### config.mk
export PLATFORM = sky130hd
export DESIGN_NAME = hkq_back
export DESIGN_NICKNAME = d
export VERILOG_FILES = /design/src/sv/hkq_pkg.sv /design/src/sv/hkq_ram.sv /design/src/sv/hkq_back.sv
export SDC_FILE = /design/constraint.sdc
export NUM_CORES = 1
export LEC_CHECK = 0
export ABC_AREA = 1
export BUFFER_PORTS_ARGS = -buffer_cell sky130_fd_sc_hd__buf_2
export CAP_MARGIN = 20
export CORE_UTILIZATION = 55
export CTS_CLUSTER_DIAMETER = 80
export DETAILED_ROUTE_END_ITERATION = 7
export GPL_TIMING_DRIVEN = 0
export PLACE_DENSITY = 0.76
export SLEW_MARGIN = 20
export SYNTH_ARGS = -nofsm -noshare
export SYNTH_HDL_FRONTEND = slang
export SYNTH_SLANG_ARGS = --single-unit
export TNS_END_PERCENT = 100
### constraint.sdc
create_clock -name aclk -period 3 [get_ports aclk]
set_input_delay 0.3 -clock aclk [delete_from_list [all_inputs] [get_ports aclk]]
set_output_delay 0.3 -clock aclk [all_outputs]
set_load 0.01 [all_outputs]
### src/sv/hkq_pkg.sv
// Shared types, constants and the usage lookup table for the keyboard key queue.
package hkq_pkg;

    localparam int NUM_SLOTS = 6;
    localparam int KEY_W     = 12;

    localparam logic [1:0] MODE_REPORT = 2'd0;
    localparam logic [1:0] MODE_POP    = 2'd1;
    localparam logic [1:0] MODE_CLEAR  = 2'd2;

    localparam logic [7:0] SHIFT_MASK    = 8'h22;
    localparam logic [7:0] USAGE_NONE    = 8'h00;
    localparam logic [7:0] USAGE_ROLLOVR = 8'h01;

    typedef struct packed {
        logic [4:0] scan;
        logic [6:0] plain;
        logic [6:0] shifted;
    } usage_entry_t;

    // Classified report or command, front to back.
    typedef struct packed {
        logic [1:0]                      mode;
        logic [NUM_SLOTS-1:0]            mask;
        logic [NUM_SLOTS-1:0][KEY_W-1:0] keys;
    } cmd_t;

    // US boot-keyboard usage table; all-zero entry means unmapped.
    function automatic usage_entry_t usage_lookup(input logic [7:0] usage);
        usage_entry_t e;
        logic [7:0]   t;
        e = '0;
        t = '0;
        if (usage >= 8'h04 && usage <= 8'h1D) begin
            t = usage + 8'h5D;
            e.plain = t[6:0];
            t = usage + 8'h3D;
            e.shifted = t[6:0];
        end else if (usage >= 8'h3A && usage <= 8'h45) begin
            // function keys F1..F12
            t = usage - 8'h2F;
            e.scan = t[4:0];
        end else begin
            case (usage)
                8'h1E: e = {5'h00, 7'h31, 7'h21};
                8'h1F: e = {5'h00, 7'h32, 7'h40};
                8'h20: e = {5'h00, 7'h33, 7'h23};
                8'h21: e = {5'h00, 7'h34, 7'h24};
                8'h22: e = {5'h00, 7'h35, 7'h25};
                8'h23: e = {5'h00, 7'h36, 7'h5E};
                8'h24: e = {5'h00, 7'h37, 7'h26};
                8'h25: e = {5'h00, 7'h38, 7'h2A};
                8'h26: e = {5'h00, 7'h39, 7'h28};
                8'h27: e = {5'h00, 7'h30, 7'h29};
                8'h28: e = {5'h00, 7'h0D, 7'h0D};
                8'h29: e = {5'h17, 7'h00, 7'h00};
                8'h2A: e = {5'h00, 7'h08, 7'h08};
                8'h2B: e = {5'h00, 7'h09, 7'h09};
                8'h2C: e = {5'h00, 7'h20, 7'h20};
                8'h2D: e = {5'h00, 7'h2D, 7'h5F};
                8'h2E: e = {5'h00, 7'h3D, 7'h2B};
                8'h2F: e = {5'h00, 7'h5B, 7'h7B};
                8'h30: e = {5'h00, 7'h5D, 7'h7D};
                8'h31: e = {5'h00, 7'h5C, 7'h7C};
                8'h33: e = {5'h00, 7'h3B, 7'h3A};
                8'h34: e = {5'h00, 7'h27, 7'h22};
                8'h35: e = {5'h00, 7'h60, 7'h7E};
                8'h36: e = {5'h00, 7'h2C, 7'h3C};
                8'h37: e = {5'h00, 7'h2E, 7'h3E};
                8'h38: e = {5'h00, 7'h2F, 7'h3F};
                8'h49: e = {5'h07, 7'h00, 7'h00};
                8'h4A: e = {5'h05, 7'h00, 7'h00};
                8'h4B: e = {5'h09, 7'h00, 7'h00};
                8'h4C: e = {5'h08, 7'h00, 7'h00};
                8'h4D: e = {5'h06, 7'h00, 7'h00};
                8'h4E: e = {5'h0A, 7'h00, 7'h00};
                8'h4F: e = {5'h03, 7'h00, 7'h00};
                8'h50: e = {5'h04, 7'h00, 7'h00};
                8'h51: e = {5'h02, 7'h00, 7'h00};
                8'h52: e = {5'h01, 7'h00, 7'h00};
                default: e = '0;
            endcase
        end
        return e;
    endfunction

endpackage

### src/sv/hkq_ram.sv
// Generic single-port-write, single-port-read RAM with registered read data.
module hkq_ram #(
    parameter int WIDTH = 12,
    parameter int DEPTH = 32
) (
    input  logic                     aclk,
    input  logic                     we,
    input  logic [$clog2(DEPTH)-1:0] waddr,
    input  logic [WIDTH-1:0]         wdata,
    input  logic                     re,
    input  logic [$clog2(DEPTH)-1:0] raddr,
    output logic [WIDTH-1:0]         rdata
);

    logic [WIDTH-1:0] mem [DEPTH];
    logic [WIDTH-1:0] rdata_reg;

    always_ff @(posedge aclk) begin
        if (we) begin
            mem[waddr] <= wdata;
        end
        if (re) begin
            rdata_reg <= mem[raddr];
        end
    end

    assign rdata = rdata_reg;

endmodule

### src/sv/hkq_back.sv
// Execution side: key ring queue, enqueue sequencer, pop and clear, result register.
module hkq_back #(
    parameter int QUEUE_DEPTH = 32
) (
    input  logic          aclk,
    input  logic          aresetn,
    input  logic          cmd_valid,
    input  hkq_pkg::cmd_t cmd,
    output logic          cmd_pop,
    output logic          m_tvalid,
    input  logic          m_tready,
    output logic [23:0]   m_tdata
);
    import hkq_pkg::*;

    localparam int PTR_W = $clog2(QUEUE_DEPTH);
    localparam int CNT_W = $clog2(QUEUE_DEPTH + 1);

    typedef enum logic [3:0] {
        ST_IDLE = 4'b0001,
        ST_ENQ  = 4'b0010,
        ST_READ = 4'b0100,
        ST_DONE = 4'b1000
    } state_t;

    state_t                          state_reg, state_next;
    logic [PTR_W-1:0]                rd_ptr_reg, rd_ptr_next;
    logic [PTR_W-1:0]                wr_ptr_reg, wr_ptr_next;
    logic [CNT_W-1:0]                fill_reg, fill_next;
    logic                            m_valid_reg, m_valid_next;
    logic [23:0]                     m_data_reg, m_data_next;

    logic [2:0]                      slot_reg, slot_next;
    logic [NUM_SLOTS-1:0]            mask_reg, mask_next;
    logic [NUM_SLOTS-1:0][KEY_W-1:0] keys_reg, keys_next;
    logic [2:0]                      added_reg, added_next;
    logic                            key_valid_reg, key_valid_next;
    logic [KEY_W-1:0]                key_reg, key_next;
    logic                            status_reg, status_next;

    logic                            ram_we, ram_re;
    logic [KEY_W-1:0]                ram_rdata;
    logic                            has_room;

    assign has_room = fill_reg < CNT_W'(QUEUE_DEPTH);

    hkq_ram #(
        .WIDTH (KEY_W),
        .DEPTH (QUEUE_DEPTH)
    ) u_key_store (
        .aclk  (aclk),
        .we    (ram_we),
        .waddr (wr_ptr_reg),
        .wdata (keys_reg[slot_reg]),
        .re    (ram_re),
        .raddr (rd_ptr_reg),
        .rdata (ram_rdata)
    );

    always_comb begin
        state_next     = state_reg;
        rd_ptr_next    = rd_ptr_reg;
        wr_ptr_next    = wr_ptr_reg;
        fill_next      = fill_reg;
        m_valid_next   = m_valid_reg;
        m_data_next    = m_data_reg;
        slot_next      = slot_reg;
        mask_next      = mask_reg;
        keys_next      = keys_reg;
        added_next     = added_reg;
        key_valid_next = key_valid_reg;
        key_next       = key_reg;
        status_next    = status_reg;
        ram_we         = 1'b0;
        ram_re         = 1'b0;
        cmd_pop        = 1'b0;

        if (m_valid_reg && m_tready) begin
            m_valid_next = 1'b0;
        end

        unique case (state_reg)
            ST_IDLE: begin
                if (cmd_valid) begin
                    cmd_pop        = 1'b1;
                    mask_next      = cmd.mask;
                    keys_next      = cmd.keys;
                    slot_next      = 3'd0;
                    added_next     = 3'd0;
                    key_valid_next = 1'b0;
                    key_next       = '0;
                    status_next    = 1'b0;
                    state_next     = ST_DONE;
                    unique case (cmd.mode)
                        MODE_REPORT: begin
                            state_next = ST_ENQ;
                        end
                        MODE_POP: begin
                            if (fill_reg == '0) begin
                                status_next = 1'b1;
                            end else begin
                                ram_re      = 1'b1;
                                rd_ptr_next = (rd_ptr_reg == PTR_W'(QUEUE_DEPTH - 1)) ?
                                              '0 : rd_ptr_reg + PTR_W'(1);
                                fill_next   = fill_reg - CNT_W'(1);
                                state_next  = ST_READ;
                            end
                        end
                        MODE_CLEAR: begin
                            rd_ptr_next = '0;
                            wr_ptr_next = '0;
                            fill_next   = '0;
                        end
                        default: begin
                            // unused mode: no change, result reports current fill
                        end
                    endcase
                end
            end
            ST_ENQ: begin
                if (mask_reg[slot_reg] && has_room) begin
                    ram_we      = 1'b1;
                    wr_ptr_next = (wr_ptr_reg == PTR_W'(QUEUE_DEPTH - 1)) ?
                                  '0 : wr_ptr_reg + PTR_W'(1);
                    fill_next   = fill_reg + CNT_W'(1);
                    added_next  = added_reg + 3'd1;
                end
                if (slot_reg == 3'(NUM_SLOTS - 1)) begin
                    state_next = ST_DONE;
                end else begin
                    slot_next = slot_reg + 3'd1;
                end
            end
            ST_READ: begin
                key_valid_next = 1'b1;
                key_next       = ram_rdata;
                state_next     = ST_DONE;
            end
            ST_DONE: begin
                if (!m_valid_reg || m_tready) begin
                    m_valid_next = 1'b1;
                    m_data_next  = {1'b0, 6'(fill_reg), added_reg, status_reg,
                                    key_reg[6:0], key_reg[11:7], key_valid_reg};
                    state_next   = ST_IDLE;
                end
            end
            default: begin
                state_next = ST_IDLE;
            end
        endcase
    end

    always_ff @(posedge aclk) begin
        if (!aresetn) begin
            state_reg   <= ST_IDLE;
            rd_ptr_reg  <= '0;
            wr_ptr_reg  <= '0;
            fill_reg    <= '0;
            m_valid_reg <= 1'b0;
        end else begin
            state_reg   <= state_next;
            rd_ptr_reg  <= rd_ptr_next;
            wr_ptr_reg  <= wr_ptr_next;
            fill_reg    <= fill_next;
            m_valid_reg <= m_valid_next;
        end
    end

    always_ff @(posedge aclk) begin
        m_data_reg    <= m_data_next;
        slot_reg      <= slot_next;
        mask_reg      <= mask_next;
        keys_reg      <= keys_next;
        added_reg     <= added_next;
        key_valid_reg <= key_valid_next;
        key_reg       <= key_next;
        status_reg    <= status_next;
    end

    assign m_tvalid = m_valid_reg;
    assign m_tdata  = m_data_reg;

`ifndef NO_ASSERTIONS
    logic [CNT_W:0] ptr_sum;
    logic [CNT_W:0] ptr_wrap;
    assign ptr_sum  = {1'b0, fill_reg} + (CNT_W+1)'(rd_ptr_reg);
    assign ptr_wrap = (ptr_sum >= (CNT_W+1)'(QUEUE_DEPTH)) ?
                      ptr_sum - (CNT_W+1)'(QUEUE_DEPTH) : ptr_sum;

    a_fill_bound: assert property (@(posedge aclk) disable iff (!aresetn)
        fill_reg <= CNT_W'(QUEUE_DEPTH))
        else $error("key queue fill beyond depth");

    a_ptr_consistent: assert property (@(posedge aclk) disable iff (!aresetn)
        wr_ptr_reg == PTR_W'(ptr_wrap))
        else $error("write pointer out of step with read pointer and fill");

    a_pop_leaves_idle: assert property (@(posedge aclk) disable iff (!aresetn)
        cmd_pop |=> state_reg != ST_IDLE)
        else $error("command taken but sequencer stayed idle");

    a_result_sane: assert property (@(posedge aclk) disable iff (!aresetn)
        m_valid_reg |-> !(m_data_reg[0] && m_data_reg[13]) && m_data_reg[16:14] <= 3'd6)
        else $error("inconsistent result item");
`endif

endmodule

# --- Word-level counts from Yosys, hierarchy flattened ---
# Memory sizes are Yosys's and may differ from the RTL's. A register that Yosys moved wholly into a read port is not among the register bits.
# Index checks and enable logic that the tools add are counted.
op_classes:
  n_addsub: 6
  order_cmp: 2
  n_eq_ne: 18
  muxes: 46
  n_reduce_logical: 18
op_table:
  columns: ["op", "count"]
  rows:
  - ["12-bit binary-select mux with 3-bit select", 1]
  - ["5-bit two-way mux", 6]
  - ["12-bit two-way mux", 2]
  - ["12-bit one-hot mux with 2 select lines", 1]
  - ["6-bit one-hot mux with 2 select lines", 2]
  - ["5-bit one-hot mux with 2 select lines", 2]
  - ["6-bit two-way mux", 3]
  - ["1-bit two-way mux", 16]
  - ["4-bit two-way mux", 4]
  - ["4-bit one-hot mux with 4 select lines", 1]
  - ["2-bit != test, second input constant", 6]
  - ["3-bit one-hot mux with 2 select lines", 2]
  - ["5-bit by 1-bit adder with 5-bit output, second input constant", 2]
  - ["5-bit equality test, second input constant", 2]
  - ["3-bit two-way mux", 3]
  - ["3-bit AND reduction", 3]
  - ["4-bit one-hot mux with 2 select lines", 1]
  - ["4-bit AND reduction", 2]
  - ["3-bit by 1-bit adder with 3-bit output, second input constant", 2]
  - ["6-bit by 1-bit adder with 6-bit output, second input constant", 1]
  - ["6-bit zero test", 1]
  - ["6-bit < comparator, second input constant", 1]
  - ["2-bit AND reduction", 3]
  - ["2-bit nonzero test", 3]
  - ["other kinds (19)", 20]
word_totals:
  register_bits: 142
  mem_bits_rw: 384
  in_bits: 84
  out_inout_bits: 26
  word_cells: 109
  mem_count: 1
mem_list:
  columns: ["name", "depth", "width", "read_ports", "rd_clocked_by_memory_dff", "write_ports", "line", "source"]
  rows:
  - ["u_key_store.mem", 32, 12, 1, 1, 1, "hkq_ram.sv:15", "logic [WIDTH-1:0] mem [DEPTH];"]

# --- Longest topological paths before layout ---
logic_depth:
  ltp_word: 7
  ltp_mapped: 12
  depth_no_buf: 11

# --- Hierarchy ---
# A second synthesis with hierarchy kept.
hier_totals:
  hier_cells: 1880
  hier_area_um2: 21933.5
modules_own_cells:
  columns: ["module", "n_inst", "cells_each", "area_per_inst_um2", "seq_area_each_um2"]
  rows:
  - ["hkq_ram", 1, 1358, 16019.1, 11891.4]
  - ["hkq_back", 1, 522, 5914.4, 4053.9]

# --- Worst setup path before layout ---
# No wires, ideal clock.
synth_timing:
  path_type: "register to register"
  from: "reg slot_reg[0]"
  to: "mem u_key_store.mem[0][3], data pin"
  setup_time_ns: 0.454
  arrival_time_ns: 2.406
  required_time_ns: 2.546
  path_slack_ns: 0.140
  stages_incl_launch_ff: 6
  n_path_buf: 2
  period_less_slack_ns: 2.860
  path_cell_list: "edfxtp_1 inv_1 buf_2 clkbuf_1 o21ai_0 o21ai_0"
synth_via:
  elab_chain_len: 2
synth_lines:
  columns: ["item", "line", "source"]
  rows:
  - ["from (decl)", "hkq_back.sv:33", "logic [2:0] slot_reg, slot_next;"]
  - ["from (signal assigned)", "hkq_back.sv:171", "slot_reg <= slot_next;"]
  - ["12-bit binary-select mux with 3-bit select", "hkq_back.sv:54", ".wdata (keys_reg[slot_reg]),"]
  - ["12-bit two-way mux (not written as such)", "hkq_back.sv:54", null]
  - ["via u_key_store.wdata[3]", "hkq_ram.sv:9", "input logic [WIDTH-1:0] wdata,"]
  - ["to (decl)", "hkq_ram.sv:15", null]
# The timed path passes the listed nets, and every way through them passes these cells. The select of a mux whose other input is x is not followed.

# --- Worst setup path in the final report ---
layout_timing:
  from: "reg slot_reg[0]"
  to: "mem u_key_store.mem[12][4], enable pin"
layout_via:
  elab_chain_len: 7
layout_lines:
  columns: ["item", "line", "source"]
  rows:
  - ["1-bit binary-select mux with 3-bit select", "hkq_back.sv:121", "if (mask_reg[slot_reg] && has_room) begin"]
  - ["1-bit two-way mux (not written as such)", "hkq_back.sv:121", null]
  - ["1-bit logical AND", "hkq_back.sv:121", null]
  - ["1-bit two-way mux", "hkq_back.sv:121", null]
  - ["1-bit two-way mux", "hkq_back.sv:82", "unique case (state_reg)"]
  - ["1-bit two-way mux", "hkq_ram.sv:19", "if (we) begin"]
  - ["1-bit two-way mux (not written as such)", "hkq_ram.sv:20", "mem[waddr] <= wdata;"]
# No other way between the ends. The select of a mux whose other input is x is not followed.

==> impl_metrics.toml <==
[outcome]
status = "completed"

[clock_network]
clk_pin_slew_ns = 0.07
cts_made_buffers = 53
cts_post_setup_buffers_inserted = 0
clock-sinks = 538
clk_latency_ns = 0.62
cts_tree = "done"
cts_max_level = 2
cts_root_buffer = "clkbuf_16"
clk_path_buf_depth = 3

[synthesis]
synth_top_family_by_area = "simple AND/OR/NAND/NOR gates"
ys_ff_latch = 538
synthAdderAreaFrac_pct = 0.6919
synth_top_cell_area_share_pct = 71.54
syn_nets = 1922
synth.area.top_cells = "edfxtp_1 (72%), nand2_1 (8.1%), nor2_1 (3.9%)"
ys_seq_area_share_pct = 73.48
synthCells = 1826
synth_edf_count = 517
synthFlopType = "edfxtp_1"
async_flop_share_pct = 0
synth.avg_cell_area_um2 = 11.88
yosysTopAreaCell = "edfxtp_1"
yosys_warnings = 0
synth.distinct_cells = 29
synth_simple_gate_area_share_pct = 15.37
synth_compound_area_share_pct = 7.161
synth_xor_xnor_area_share_pct = 0.2422
synth_area_mm2 = 0.02170
synthMuxAreaShare_pct = 0

[cells_and_area]
largest_register_ffs = 384
num_antenna_cells = 0
syn2layout_area_growth_pct = 21.32
drive_above_1_share_pct = 15.41
fin_util_pct = 67.96
nets = 2182

[global_route]
grt.total_usage_pct = 30.37
grt_pass1_wl_um = 91150
grt_antenna_before_repair = 1
grt_max_degree = 42
grt-ovfl-total = 0
grt_pass1_vias = 15320

[timing]
slew_headroom_pct = 40.56
worst_pin_slew_ns = 0.8906
final_hold_viol_count = 0
slew_viol_final = 0
fin_crit_ns = 2.917
fmax_ghz = 0.3428
hold_ws_ns = 0.02446
fin_skew_ns = 0.02949
rsz0062_at_grt = "true"
min_period_over_period_pct = 97.25
finalSetupViolCount = 0

[detailed_routing]
drtIter0Drc = 2041
wl_per_cell_um = 22.97
vias_per_cell = 5.951
routed_wirelength_um = 60810
drc_errors = 0
antenna_left = 0
vias = 15750
drt_first_pass_iters = 6

[critical_path]
r2r_cells = 8
worstSetupStartpointType = "flip-flop"
rr_endpoint = "u_key_store.mem[12][4]"
timing.critical_path.fanout_max = 12
r2r_setup_slack_ns = 0.08
crit_arrival_ns = 3.14
r2r-start = "slot_reg[0]"
critPathKind = "flip-flop to flip-flop"
cp.required_ns = 3.23
endpoint_kind = "flip-flop"

[floorplanning]
die_y_um = 200.6
coreArea_mm2 = 0.03874
num_rows = 72
ioPinCount = 110
initial_utilization_pct = 56.02
dieArea_mm2 = 0.04025
die_w_um = 200.6

[placement]
place_congestion = 0.9555
io_buffers = 108
dp_hpwl_um = 38240

[min_path]
hp-class = "input pin to flip-flop"
whs_endpoint = "state_reg[1]"
hold_depth = 4
hold_start = "cmd[78]"

[pwr]
p_leak_nw = 9.743
ir_drop_mv = 0.6594
power_density_mw_per_mm2 = 827.6
p_total_mw = 21.79

[job]
maxCapViolations = 0
-- cells in the final DEF, fill, tap and decap left out, drive strengths merged, types with 2 or more instances in the layout --
master / count
edfxtp: 517
nand2: 474
nor2: 223
buf: 186
nand3: 127
a21oi: 118
o21ai: 100
clkbuf: 97
dlygate4sd3: 80
inv: 50
o31ai: 49
dfxtp: 21
bufinv: 19
clkinv: 15
o22ai: 12
ha: 12
clkinvlp: 6
nor3: 6
xor2: 4
or2: 3
nand4: 3
a31oi: 2
xnor2: 2
-- cell usage after synthesis, types with 2 or more instances --
master,count
o22ai_1,12
nand4_1,3
o21ai_0,99
nand2_2,3
a31oi_1,2
inv_2,5
edfxtp_1,517
xnor2_1,2
ha_1,12
buf_1,6
nor2_1,223
nand3_1,127
clkbuf_1,41
nand2_1,471
xor2_1,4
dfxtp_1,21
or2_2,3
buf_2,45
inv_1,42
o31ai_1,49
a21oi_1,118
nor3_1,6
buf_4,9
-- worst max-delay path by stage --
stage,start,end,slack (ns),cells past startpoint
floorplan,slot_reg[0],u_key_store.mem[0][3],0.14,5
global placement,slot_reg[0],u_key_store.mem[22][4],-2.65,5
detailed placement,slot_reg[0],u_key_store.mem[18][3],-0.11,8
CTS,slot_reg[0],u_key_store.mem[31][2],-0.02,8
global route,slot_reg[0],u_key_store.mem[0][0],-0.03,8
finish,slot_reg[0],u_key_store.mem[12][4],0.08,8
-- repair_timing --
action / 4_1_cts / 5_1_grt
hold buffers: 80 / 0
setup endpoints to repair: 120 / 90
resized for setup: 11 / 6
endpoints found under the hold margin: 81 / 0
-- layout make-up --
| type | count | area, µm² |
|---|---|---|
| timing repair buffer | 205 | 1700 |
| tap | 518 | 648.1 |
| multi-input combinational | 1138 | 5318 |
| sequential | 538 | 15950 |
| clock buffer | 56 | 1338 |
| clock inverter | 42 | 711.9 |
| inverter | 48 | 185.2 |
| fill | 2599 | 12410 |
| buffer | 102 | 480.5 |
-- cells by family (layout without fill, tap and decap cells) --
group / after synthesis / count (layout)
buffers and inverters: 150 / 453
AOI/OAI and AO/OA: 282 / 282
other: 1 / 1
DFF: 538 / 538
and+or+nand+nor: 837 / 837
xor gates and xnor gates: 6 / 6
adders and majority gates: 12 / 12
-- layer usage --
layer	vias up	share of wire, %	global-route usage [%]
li1	6944	-	-
met1	7571	36	39.50
met2	1072	49	50.35
met3	164	11	6.656
met4	0	3.6	11.31
met5	-	0	0
-- power breakdown --
| part | internal, mW | switching [mW] | total, mW |
|---|---|---|---|
| Combinational | 1.23 | 3.00 | 4.23 |
| Sequential | 9.48 | 0.213 | 9.69 |
| Clock | 4.88 | 2.98 | 7.86 |
-- through the flow --
step | instance area [µm²] | setup WS, ns | std cells | setup TNS, ns
after floorplan | 21700 | 0.1404 | 1826 | 0
final | 26330 | 0.08252 | 2647 | 0
after detailed placement | 23410 | -0.1109 | 2468 | -2.645
after global placement | 22890 | -2.651 | 2452 | -822.21
after global routing | 26330 | -0.03455 | 2647 | -1.368
after CTS | 26290 | -0.01755 | 2646 | -0.2813
-- worst max-delay path: stages, from the launching register on --
cell      delay, ns
edfxtp_1       0.49
inv_1          0.14
buf_2          0.26
o211ai_1       0.12
nand2_1        0.11
nand2_1        0.08
inv_1          0.11
nand2_1        0.39
nor2_2         0.83
Power figures use the tool's default switching activity.
