==> config.mk <==
export PLATFORM = sky130hd
export DESIGN_NAME = hkq_cmd_fifo
export DESIGN_NICKNAME = d
export VERILOG_FILES = /design/src/sv/hkq_pkg.sv /design/src/sv/hkq_cmd_fifo.sv
export SDC_FILE = /design/constraint.sdc
export NUM_CORES = 1
export LEC_CHECK = 0
export BUFFER_PORTS_ARGS = -buffer_cell sky130_fd_sc_hd__buf_2
export CAP_MARGIN = 30
export CORE_MARGIN = 1
export CORE_UTILIZATION = 41
export CTS_CLUSTER_SIZE = 28
export DETAILED_ROUTE_END_ITERATION = 10
export GPL_TIMING_DRIVEN = 1
export PLACE_DENSITY = 0.75
export SLEW_MARGIN = 10
export SYNTH_ARGS = -nofsm -noshare
export SYNTH_HDL_FRONTEND = slang
export SYNTH_SLANG_ARGS = --single-unit
==> constraint.sdc <==
create_clock -name aclk -period 6 [get_ports aclk]
set_input_delay 0.3 -clock aclk [delete_from_list [all_inputs] [get_ports aclk]]
set_output_delay 0.3 -clock aclk [all_outputs]
set_load 0.03 [all_outputs]
==> src/sv/hkq_pkg.sv <==
// Shared types, constants and the usage lookup table for the keyboard key queue.
package hkq_pkg;

    localparam int NUM_SLOTS = 6;
    localparam int KEY_W     = 12;

    localparam logic [1:0] MODE_REPORT = 2'd0;
    localparam logic [1:0] MODE_POP    = 2'd1;
    localparam logic [1:0] MODE_CLEAR  = 2'd2;

    localparam logic [7:0] SHIFT_MASK    = 8'h22;
    localparam logic [7:0] USAGE_NONE    = 8'h00;
    localparam logic [7:0] USAGE_ROLLOVR = 8'h01;

    typedef struct packed {
        logic [4:0] scan;
        logic [6:0] plain;
        logic [6:0] shifted;
    } usage_entry_t;

    // Classified report or command, front to back.
    typedef struct packed {
        logic [1:0]                      mode;
        logic [NUM_SLOTS-1:0]            mask;
        logic [NUM_SLOTS-1:0][KEY_W-1:0] keys;
    } cmd_t;

    // US boot-keyboard usage table; all-zero entry means unmapped.
    function automatic usage_entry_t usage_lookup(input logic [7:0] usage);
        usage_entry_t e;
        logic [7:0]   t;
        e = '0;
        t = '0;
        if (usage >= 8'h04 && usage <= 8'h1D) begin
            t = usage + 8'h5D;
            e.plain = t[6:0];
            t = usage + 8'h3D;
            e.shifted = t[6:0];
        end else if (usage >= 8'h3A && usage <= 8'h45) begin
            // function keys F1..F12
            t = usage - 8'h2F;
            e.scan = t[4:0];
        end else begin
            case (usage)
                8'h1E: e = {5'h00, 7'h31, 7'h21};
                8'h1F: e = {5'h00, 7'h32, 7'h40};
                8'h20: e = {5'h00, 7'h33, 7'h23};
                8'h21: e = {5'h00, 7'h34, 7'h24};
                8'h22: e = {5'h00, 7'h35, 7'h25};
                8'h23: e = {5'h00, 7'h36, 7'h5E};
                8'h24: e = {5'h00, 7'h37, 7'h26};
                8'h25: e = {5'h00, 7'h38, 7'h2A};
                8'h26: e = {5'h00, 7'h39, 7'h28};
                8'h27: e = {5'h00, 7'h30, 7'h29};
                8'h28: e = {5'h00, 7'h0D, 7'h0D};
                8'h29: e = {5'h17, 7'h00, 7'h00};
                8'h2A: e = {5'h00, 7'h08, 7'h08};
                8'h2B: e = {5'h00, 7'h09, 7'h09};
                8'h2C: e = {5'h00, 7'h20, 7'h20};
                8'h2D: e = {5'h00, 7'h2D, 7'h5F};
                8'h2E: e = {5'h00, 7'h3D, 7'h2B};
                8'h2F: e = {5'h00, 7'h5B, 7'h7B};
                8'h30: e = {5'h00, 7'h5D, 7'h7D};
                8'h31: e = {5'h00, 7'h5C, 7'h7C};
                8'h33: e = {5'h00, 7'h3B, 7'h3A};
                8'h34: e = {5'h00, 7'h27, 7'h22};
                8'h35: e = {5'h00, 7'h60, 7'h7E};
                8'h36: e = {5'h00, 7'h2C, 7'h3C};
                8'h37: e = {5'h00, 7'h2E, 7'h3E};
                8'h38: e = {5'h00, 7'h2F, 7'h3F};
                8'h49: e = {5'h07, 7'h00, 7'h00};
                8'h4A: e = {5'h05, 7'h00, 7'h00};
                8'h4B: e = {5'h09, 7'h00, 7'h00};
                8'h4C: e = {5'h08, 7'h00, 7'h00};
                8'h4D: e = {5'h06, 7'h00, 7'h00};
                8'h4E: e = {5'h0A, 7'h00, 7'h00};
                8'h4F: e = {5'h03, 7'h00, 7'h00};
                8'h50: e = {5'h04, 7'h00, 7'h00};
                8'h51: e = {5'h02, 7'h00, 7'h00};
                8'h52: e = {5'h01, 7'h00, 7'h00};
                default: e = '0;
            endcase
        end
        return e;
    endfunction

endpackage

==> src/sv/hkq_cmd_fifo.sv <==
// Two-entry command queue between the front and back parts.
module hkq_cmd_fifo (
    input  logic          aclk,
    input  logic          aresetn,
    input  logic          push,
    input  hkq_pkg::cmd_t push_cmd,
    output logic          full,
    input  logic          pop,
    output hkq_pkg::cmd_t pop_cmd,
    output logic          empty
);
    import hkq_pkg::*;

    cmd_t       entry_reg [2];
    logic       wr_reg, wr_next;
    logic       rd_reg, rd_next;
    logic [1:0] count_reg, count_next;

    assign full    = count_reg == 2'd2;
    assign empty   = count_reg == 2'd0;
    assign pop_cmd = entry_reg[rd_reg];

    always_comb begin
        wr_next    = wr_reg;
        rd_next    = rd_reg;
        count_next = count_reg;
        if (push) begin
            wr_next = !wr_reg;
        end
        if (pop) begin
            rd_next = !rd_reg;
        end
        if (push && !pop) begin
            count_next = count_reg + 2'd1;
        end else if (pop && !push) begin
            count_next = count_reg - 2'd1;
        end
    end

    always_ff @(posedge aclk) begin
        if (!aresetn) begin
            wr_reg    <= 1'b0;
            rd_reg    <= 1'b0;
            count_reg <= 2'd0;
        end else begin
            wr_reg    <= wr_next;
            rd_reg    <= rd_next;
            count_reg <= count_next;
        end
    end

    always_ff @(posedge aclk) begin
        if (push) begin
            entry_reg[wr_reg] <= push_cmd;
        end
    end

endmodule

Word level (Yosys, flattened, before mapping). Memories as Yosys holds them, arrays and structs flattened. A register that Yosys moved wholly into a read port is not among the register bits. Cells that the tools add are included.

Equality and inequality tests: 1. Add/sub/neg operators: 2. Multiplexer cells: 6. Reduce and logical (&&, ||, !) cells: 8.

Operator list (number): logical NOT 1 bit (4); two-way mux 1 bit (4); two-way mux 2 bit (2); adder 2 x 1 -> 2 bit (second input constant) (1); equality test 2 bit (second input constant) (1); logical AND 1 bit (2); logical NOT 2 bit (1); nonzero test 2 bit (1); subtractor 2 x 1 -> 2 bit (second input constant) (1).

Bits of input ports: 84. Register bits: 4. Output and inout port bits: 82. Memories kept: 1. RAM bits: 160.

Memory list: entry_reg (words 2, width 80, rd ports 1, clocked after memory_dff 1, wr ports 1, line hkq_cmd_fifo.sv:14) `cmd_t entry_reg [2];`.

Logic depth before layout (Yosys ltp). Gate-level depths: netlist (run 1).

Word-level depth: 4. Mapped depth: 5.

Least setup slack after synthesis (run 1). No wires, ideal clock.

Path kind: reg-to-reg. From: register wr_reg. To: memory entry_reg[0][0] in the netlist's numbering (enable). Stages on the path, launching flop included: 2. Period minus slack after synthesis: 4400 ps. Arrival time: 3871 ps. Buffers on the path: 0. Setup time: 529 ps. Required time: 5471 ps. Slack: 1600 ps. Cell sequence: dfxtp_1 -> nor2b_1.

RTL lines: from (decl) (line hkq_cmd_fifo.sv:15) `logic wr_reg, wr_next;`; from (signal assigned) (line hkq_cmd_fifo.sv:46) `wr_reg <= wr_next;`; to (decl) (line hkq_cmd_fifo.sv:14).

No word-level cell before the write port.

==> results of run 1 <==
-- layer usage --
metal,up-vias,share of wire [%],routed length (um)
met3,16,6.2,646
met2,106,52,5410
met5,-,0,0
met4,0,1.6,165
li1,1429,-,-
met1,1526,40,4180
-- cell type report --
cell class	count	area (sq um)	share of cell area, %
clock buffers	24	472	6.18
clock inverters	8	101	1.33
inverters	1	3.75	0.0492
multi-input cells	96	1030	13.4
flip-flops and latches	165	4910	64.3
well taps	180	225	2.95
repair buffers	169	893	11.7
-- cell usage after synthesis --
cell type,number
edfxtp_1,160
mux2_2,80
buf_6,8
dfxtp_1,5
and2_1,4
nor2b_1,2
xor2_1,2
a21boi_1,1
and2b_2,1
buf_2,1
ha_1,1
inv_1,1
nor2_1,1
o21a_1,1
o21ai_0,1
or3_1,1
xnor2_1,1
-- worst paths after layout --
check	cells after the start	end	slack, ns
min	1	entry_reg[0][45]$_DFFE_PP_	0.06
max reg2reg	2	entry_reg[0][2]$_DFFE_PP_	4.31
min reg2reg	2	count_reg[1]$_SDFFE_PN0P_	0.54
max	3	pop_cmd[34]	3.69
-- power by group through the flow --
stage / Sequential [mW] / Clock, mW / Combinational (mW)
final: 1.36 / 1.05 / 0.337
after global routing: 1.36 / 1.11 / 0.356
after CTS: 1.36 / 1.07 / 0.341
after detailed placement: 1.38 / 0 / 0.339
after global placement: 1.39 / 0 / 0.317
after floorplan: 1.37 / 0 / 0.246
-- critical path, stage by stage, from the launching register on --
cell and delay, ns:
dfxtp_4 0.70, buf_12 0.31, mux2_2 0.37, buf_2 0.18
-- cells by family (layout without fill, tap and decap cells) --
logic type	after synthesis	in the layout	share of synthesized area [%]
flops	165	165	81.5
mux	80	80	15.0
buf+inv	10	202	1.64
simple gates	9	9	0.935
compound gates	3	3	0.333
xor+xnor	3	3	0.437
fa+ha+maj	1	1	0.208
-- through the flow --
stage	std cells	total power, mW	worst slack [ns]	instance area, sq um
2_1_floorplan	271	1.62	1.60	6020
3_3_place_gp	608	1.71	3.64	7000
3_5_place_dp	611	1.72	4.10	7060
4_1_cts	643	2.77	3.63	7630
5_1_grt	643	2.83	3.57	7630
6_report	643	2.74	3.69	7630
==> impl_metrics.py, run 1 <==
metrics = {
    "global_route": {
        "grt_use_met2_pct": 23.6,
        "antenna_found_initial": 0,
        "grt_use_met1_pct": 15.7,
        "grt_pass1_wl_um": 15300,
        "grt-ovfl-total": 0,
        "track_usage_pct": 13.9,
        "globalRoute.busiestLayer": "met2",
        "grt_pass1_vias": 3156,
        "met3_usage_pct": 5.03,
        "grt_max_degree": 45,
    },
    "setup_path": {
        "end_kind": "output port",
        "cp_max_fo": 41,
        "crit_type": "reg2out",
        "crit_arrival_ns": 2.01,
        "start_kind": "flop",
        "regToRegStartpoint": "wr_reg$_SDFFE_PN0P_",
        "cp_data_required_time_ns": 5.70,
    },
    "clocking": {
        "clock_latency_ns": 0.42,
        "cts-root-buf": "clkbuf_16",
        "htree_num_levels": 4,
        "cts_sinks": 165,
        "path_clk_slew_ns": 0.06,
        "cts_setup_buffers": 0,
        "cts_resized": 0,
        "clk_path_buf_depth": 2,
        "numCtsBuffers": 17,
        "cts_tree": "yes",
        "ctsHoldBuffers": 0,
    },
    "drt": {
        "drc_errors": 0,
        "wl_per_cell_um": 16.2,
        "first_iter_violations": 143,
        "routed_via_density": 4.79,
        "antenna_left": 0,
        "routed_wl_um": 10400,
        "dr_total_vias": 3077,
        "drt_first_pass_iters": 7,
    },
    "worst_hold_path": {
        "min_from": "push_cmd[45]",
        "hold_path.class": "in2reg",
    },
    "power": {
        "p_leak_nw": 2.86,
        "power.share.sequential_pct": 49.5,
        "p_comb_share_pct": 12.3,
        "internal_power_mw": 2.09,
        "ir_drop_v": 0.000214,
        "powerDensity_nw_per_um2": 359,
        "clkPwrFrac_pct": 38.2,
        "power.switching_mw": 0.646,
        "swShare_pct": 23.6,
    },
    "outcome": {
        "status": "finished clean",
    },
    "floorplanning": {
        "io_pins": 166,
        "core_sq_um": 14100,
        "fp.dieH_um": 123,
        "rows": 43,
        "start_util_pct": 42.7,
        "die_area_sq_um": 15200,
        "die_w_um": 123,
    },
    "layout": {
        "n_antenna_cell": 0,
        "fill_cells": 1117,
        "utilization_pct": 54.1,
        "area_delta_synth_final_pct": 26.8,
        "layout_common_cells": "buf_2 (165), edfxtp_1 (160), mux2_2 (80)",
        "drive_gt1_share_pct": 60.5,
        "finalNetCount": 535,
        "mostFrequentLayoutCell": "buf_2",
        "largest_register_ffs": 160,
    },
    "sta": {
        "slew_viol_final": 0,
        "fin_crit_sh_pct": 38.5,
        "fin_skew_ns": 0.00824,
        "rsz0062_at_grt": "no",
        "tightest_slew_ns": 0.621,
        "clock.fmax_mhz": 433,
        "setup_violations": 0,
        "hold_slack_ns": 0.0648,
        "final.setup.tns_ns": 0,
        "hold_viol": 0,
        "min_period_ns": 2.31,
        "max-slew-margin-rel_pct": 58.6,
    },
    "yosys": {
        "yosysUniqueCellTypes": 17,
        "yosysWarnings": 0,
        "synth_area_sq_um": 6020,
        "yosysSeqAreaShare_pct": 81.5,
        "synth_top_area_share_pct": 79.8,
        "syn-num-nets": 356,
        "synth_area_leader_cell": "edfxtp_1",
        "synth.avg_cell_area_sq_um": 22.2,
        "syn-instance-count": 271,
        "synth_seq_cells": 165,
        "ys_top_cells_by_area": "edfxtp_1 (80%), mux2_2 (15%), dfxtp_1 (1.7%), buf_6 (1.5%), and2_1 (0.42%)",
    },
    "place": {
        "place.gp.congestion": 0.676,
        "portBuffers": 165,
        "dp_hpwl_um": 6840,
    },
    "flow_run": {
        "cap_violations": 0,
    },
}
Note: power is estimated with default switching activity, not from simulation.
==> inputs of run 2 (changes only) <==
==> constraint.sdc (replaced) <==
create_clock -name aclk -period 2.34 [get_ports aclk]
set_input_delay 0.117 -clock aclk [delete_from_list [all_inputs] [get_ports aclk]]
set_output_delay 0.117 -clock aclk [all_outputs]
set_load 0.03 [all_outputs]
==> run 2 against run 1 <==
- sequential share of layout area decreased by 6.6 points
- routed wire length increased by 7.0%
- utilization increased by 6.2 points
- highest routed layer unchanged
- cell count increased by 13%
- via count increased by 8.6%
- setup slack got worse by 3.3 ns
- worst hold slack improved by 0.0072 ns
- global-route usage increased by 1.3 points
- first-iteration DRC count decreased by 11%
- design area increased by 11%
- critical path depth unchanged
==> impl_metrics.py, run 2 (same netlist as run 1, synthesis figures left out) <==
metrics = {
    "layout": {
        "layout_common_cells": "buf_2 (165), edfxtp_1 (160), dlygate4sd3_1 (81)",
        "finalNetCount": 618,
        "drive_gt1_share_pct": 51.1,
        "largest_register_ffs": 160,
        "n_antenna_cell": 0,
        "mostFrequentLayoutCell": "buf_2",
        "area_delta_synth_final_pct": 41.3,
    },
    "drt": {
        "antenna_left": 0,
        "wl_per_cell_um": 15.3,
        "drc_errors": 0,
        "drt_first_pass_iters": 4,
        "routed_via_density": 4.60,
        "dr_total_vias": 3342,
        "first_iter_violations": 127,
        "routed_wl_um": 11100,
    },
    "floorplanning": {
        "fp.dieH_um": 123,
        "core_sq_um": 14100,
        "rows": 43,
        "die_area_sq_um": 15200,
        "io_pins": 166,
        "start_util_pct": 42.7,
        "die_w_um": 123,
    },
    "sta": {
        "fin_skew_ns": 0.00970,
        "final.setup.tns_ns": 0,
        "hold_viol": 0,
        "min_period_ns": 2.00,
        "rsz0062_at_grt": "no",
        "clock.fmax_mhz": 500,
        "slew_viol_final": 0,
        "setup_ws_ns": 0.342,
        "max-slew-margin-rel_pct": 61.3,
        "hold_slack_ns": 0.0720,
        "fin_crit_sh_pct": 85.4,
        "tightest_slew_ns": 0.581,
        "setup_violations": 0,
    },
    "power": {
        "powerDensity_nw_per_um2": 870,
        "p_leak_nw": 3.24,
        "ir_drop_v": 0.000490,
    },
    "setup_path": {
        "cp_max_fo": 37,
        "r2r-end": "entry_reg[1][25]$_DFFE_PP_",
        "r2r_cells": 2,
        "end_kind": "output port",
        "worst-r2r-setup-slack_ns": 0.84,
        "crit_type": "reg2out",
        "cp_data_required_time_ns": 2.22,
        "start_kind": "flop",
        "crit_arrival_ns": 1.88,
        "regToRegStartpoint": "wr_reg$_SDFFE_PN0P_",
    },
    "place": {
        "portBuffers": 165,
        "place_ws_ns": 0.751,
        "dp_hpwl_um": 6930,
        "place.gp.congestion": 0.668,
    },
    "clocking": {
        "cts_sinks": 165,
        "cts-root-buf": "clkbuf_16",
        "numCtsBuffers": 17,
        "cts_tree": "yes",
        "clock_latency_ns": 0.41,
        "clk_path_buf_depth": 2,
        "path_clk_slew_ns": 0.05,
        "htree_num_levels": 4,
    },
    "global_route": {
        "antenna_found_initial": 0,
        "grt_max_degree": 44,
        "grt_pass1_vias": 3527,
        "track_usage_pct": 15.3,
        "grt-ovfl-total": 0,
        "grt_pass1_wl_um": 16800,
    },
    "outcome": {
        "status": "finished clean",
    },
    "worst_hold_path": {
        "holdPathEnd": "rd_reg$_SDFFE_PN0P_",
        "min_from": "pop",
        "hold_path_depth": 3,
        "hold_path.class": "in2reg",
    },
    "flow_run": {
        "cap_violations": 0,
    },
}
-- run 2: power breakdown --
group	leakage (nW)	internal, mW	switching [mW]
registers	1.54	3.41	0.0549
logic	1.39	0.410	0.568
clock network	0.304	1.95	1.00
total	3.24	5.78	1.62
-- run 2: area by class of cell --
| cell class | count | area [sq um] |
|---|---|---|
| fill | 1056 | 5590 |
| tap | 180 | 225 |
| timing repair buffer | 252 | 1710 |
| clock buffer | 27 | 483 |
| multi-input combinational | 96 | 1030 |
| sequential | 165 | 4910 |
| inverter | 1 | 3.75 |
| clock inverter | 5 | 150 |
-- run 2: metrics by stage --
stage	instance area, sq um	instances	util [%]	power (mW)
2_1_floorplan	6030	271	-	4.14
3_3_place_gp	7060	613	50.1	4.39
3_5_place_dp	7060	613	50.1	4.41
4_1_cts	8500	726	60.3	7.49
5_1_grt	8500	726	60.3	7.67
6_report	8500	726	60.3	7.40
-- run 2: how the worst max path moves through the flow --
stage / end / slack (ns) / start
floorplan: entry_reg[0][0]$_DFFE_PP_ / 0.39 / wr_reg$_SDFFE_PN0P_
global placement: pop_cmd[44] / 0.77 / flop
detailed placement: pop_cmd[32] / 0.75 / flop
CTS: pop_cmd[32] / 0.30 / flop
global route: pop_cmd[0] / 0.22 / flop
finish: pop_cmd[43] / 0.34 / flop
-- run 2: critical path: stages (launching register included) --
cell and delay (ns):
dfxtp_4 0.57, buf_12 0.28, mux2_2 0.38, buf_2 0.18
-- run 2: per-layer routing --
layer  track usage [%]  wire, um  part of all wire (%)
met5                 0         0                     0
met4              7.45       199                   1.8
met3              4.57       615                   5.5
met2              27.0      5870                    53
met1              16.6      4460                    40
-- run 2: repair_timing --
action                    in CTS  in global routing
buffers inserted               0                  0
hold endpoints to repair     165                  0
gates resized for setup        0                  0
hold buffers                  81                  0
==> inputs of run 3 (changes only) <==
--- a/config.mk
+++ b/config.mk
@@ -7,12 +7,14 @@
 export LEC_CHECK = 0
 export BUFFER_PORTS_ARGS = -buffer_cell sky130_fd_sc_hd__buf_2
 export CAP_MARGIN = 30
+export CELL_PAD_IN_SITES_DETAIL_PLACEMENT = 0
+export CELL_PAD_IN_SITES_GLOBAL_PLACEMENT = 2
 export CORE_MARGIN = 1
-export CORE_UTILIZATION = 41
+export CORE_UTILIZATION = 38
 export CTS_CLUSTER_SIZE = 28
 export DETAILED_ROUTE_END_ITERATION = 10
 export GPL_TIMING_DRIVEN = 1
-export PLACE_DENSITY = 0.75
+export PLACE_DENSITY = 0.89
 export SLEW_MARGIN = 10
 export SYNTH_ARGS = -nofsm -noshare
 export SYNTH_HDL_FRONTEND = slang
==> constraint.sdc (replaced) <==
create_clock -name aclk -period 1.9 [get_ports aclk]
set_input_delay 0.095 -clock aclk [delete_from_list [all_inputs] [get_ports aclk]]
set_output_delay 0.095 -clock aclk [all_outputs]
set_load 0.03 [all_outputs]
==> run 3 against run 2 <==
- sequential power is 23% higher
- total power is 18% higher
- die area is 7.8% higher
- utilization is 4.8 points lower
- design area hardly changed
- clock power is 9.8% higher
- critical endpoint is now pop_cmd[1]
==> impl_metrics.py, run 3 (same netlist as run 1, synthesis figures left out) <==
metrics = {
    "sta": {
        "hold_viol": 0,
        "fin_crit_sh_pct": 94.7,
        "rsz0062_at_grt": "no",
        "max-slew-margin-rel_pct": 65.0,
        "hold_slack_ns": 0.0442,
        "tightest_slew_ns": 0.525,
        "setup_violations": 0,
        "min_period_ns": 1.80,
        "fin_skew_ns": 0.00610,
        "clock.fmax_mhz": 556,
        "slew_viol_final": 0,
    },
    "floorplanning": {
        "rows": 45,
        "fp.dieH_um": 128,
        "die_w_um": 128,
        "die_area_sq_um": 16300,
        "io_pins": 166,
        "core_sq_um": 15300,
        "start_util_pct": 39.3,
    },
    "global_route": {
        "grt_pass1_vias": 3738,
        "grt-ovfl-total": 0,
        "grt_pass1_wl_um": 18000,
        "grt_max_degree": 44,
        "antenna_found_initial": 0,
        "track_usage_pct": 14.9,
    },
    "layout": {
        "drive_gt1_share_pct": 51.5,
        "n_antenna_cell": 0,
        "stdcell_count": 755,
        "utilization_pct": 55.5,
        "mostFrequentLayoutCell": "buf_2",
        "finalNetCount": 620,
        "area_delta_synth_final_pct": 41.3,
        "layout_common_cells": "buf_2 (165), edfxtp_1 (160), dlygate4sd3_1 (81)",
        "largest_register_ffs": 160,
        "design_area_sq_um": 8500,
    },
    "place": {
        "place.gp.congestion": 0.701,
        "dp_hpwl_um": 7290,
        "dp.cells": 646,
        "portBuffers": 165,
        "placed_cell_area_sq_um": 7140,
    },
    "setup_path": {
        "slowest_delay_ns": 0.49,
        "crit_arrival_ns": 1.70,
        "regToRegStartpoint": "wr_reg$_SDFFE_PN0P_",
        "crit_path_top_delay_cell": "dfxtp_4",
        "crit_type": "reg2out",
        "end_kind": "output port",
        "worstPathCellList": "buf_12, mux2_2, buf_2",
        "start_kind": "flop",
        "cp_max_fo": 28,
        "cp_data_required_time_ns": 1.80,
    },
    "power": {
        "powerDensity_nw_per_um2": 1030,
        "p_leak_nw": 3.21,
        "ir_drop_v": 0.000679,
    },
    "clocking": {
        "numCtsBuffers": 17,
        "cts_sinks": 165,
        "htree_num_levels": 4,
        "path_clk_slew_ns": 0.06,
        "cts_tree": "yes",
        "cts_setup_buffers": 0,
        "cts-root-buf": "clkbuf_16",
        "clock_latency_ns": 0.41,
        "clk_path_buf_depth": 2,
    },
    "drt": {
        "dr_total_vias": 3372,
        "drc_errors": 0,
        "routed_via_density": 4.47,
        "first_iter_violations": 111,
        "antenna_left": 0,
        "drt_first_pass_iters": 4,
        "wl_per_cell_um": 15.4,
        "routed_wl_um": 11600,
    },
    "worst_hold_path": {
        "hold_path.class": "in2reg",
        "min_from": "pop",
    },
    "outcome": {
        "status": "finished clean",
    },
    "flow_run": {
        "cap_violations": 0,
    },
}
==> run 3: cell types whose count changed in the layout (fill, tap and decap cells not counted), moves of 2 or more <==
cell | previous run | this run
clkbuf_1 | 8 | 5
buf_12 | 2 | 4
bufinv_16 | 5 | 3
clkbuf_8 | 2 | 0
==> run 3: stage by stage <==
| stage | setup slack [ns] | total power, mW | setup TNS, ns |
|---|---|---|---|
| 2_1_floorplan | -0.0391 | 5.09 | -3.13 |
| 3_3_place_gp | 0.531 | 5.43 | 0 |
| 3_5_place_dp | 0.491 | 5.45 | 0 |
| 4_1_cts | 0.0316 | 8.85 | 0 |
| 5_1_grt | 0.0270 | 9.04 | 0 |
| 6_report | 0.100 | 8.75 | 0 |
==> run 3: power breakdown <==
part	switching, mW	leakage, nW	internal, mW
logic	0.714	1.41	0.522
clock network	1.22	0.263	2.03
registers	0.0600	1.54	4.21
total	1.99	3.21	6.76
==> run 3: layout make-up <==
| class | instances | area, sq um |
|---|---|---|
| well taps | 211 | 264 |
| clock buffers | 22 | 444 |
| fillers | 1247 | 6810 |
| inverters | 1 | 3.75 |
| multi-input cells | 96 | 1030 |
| flip-flops and latches | 165 | 4910 |
| repair buffers | 254 | 1750 |
| clock inverters | 6 | 106 |
==> run 3: final timing paths <==
check	slack (ns)	depth (start not counted)	end
min	0.04	3	flop
min reg2reg	0.53	2	count_reg[1]$_SDFFE_PN0P_
max reg2reg	0.56	2	entry_reg[1][1]$_DFFE_PP_
max	0.10	3	pop_cmd[1]
==> run 3: layer usage <==
metal / track usage, % / routed length [um]
met2: 27.0 / 6180
met3: 4.88 / 695
met5: 0 / 0
met1: 15.5 / 4510
met4: 7.20 / 222
==> run 3: critical path: cells and delay by family (launching register included) <==
family,cells,cell delay [ns]
buf+inv,2,0.42
flops,1,0.49
mux,1,0.37
==> run 3: what timing repair did <==
item                                   in CTS  in global routing
endpoints found under the hold margin     165                  0
gates resized for setup                     0                  1
hold buffers                               81                  0
setup endpoints to repair                   0                  5
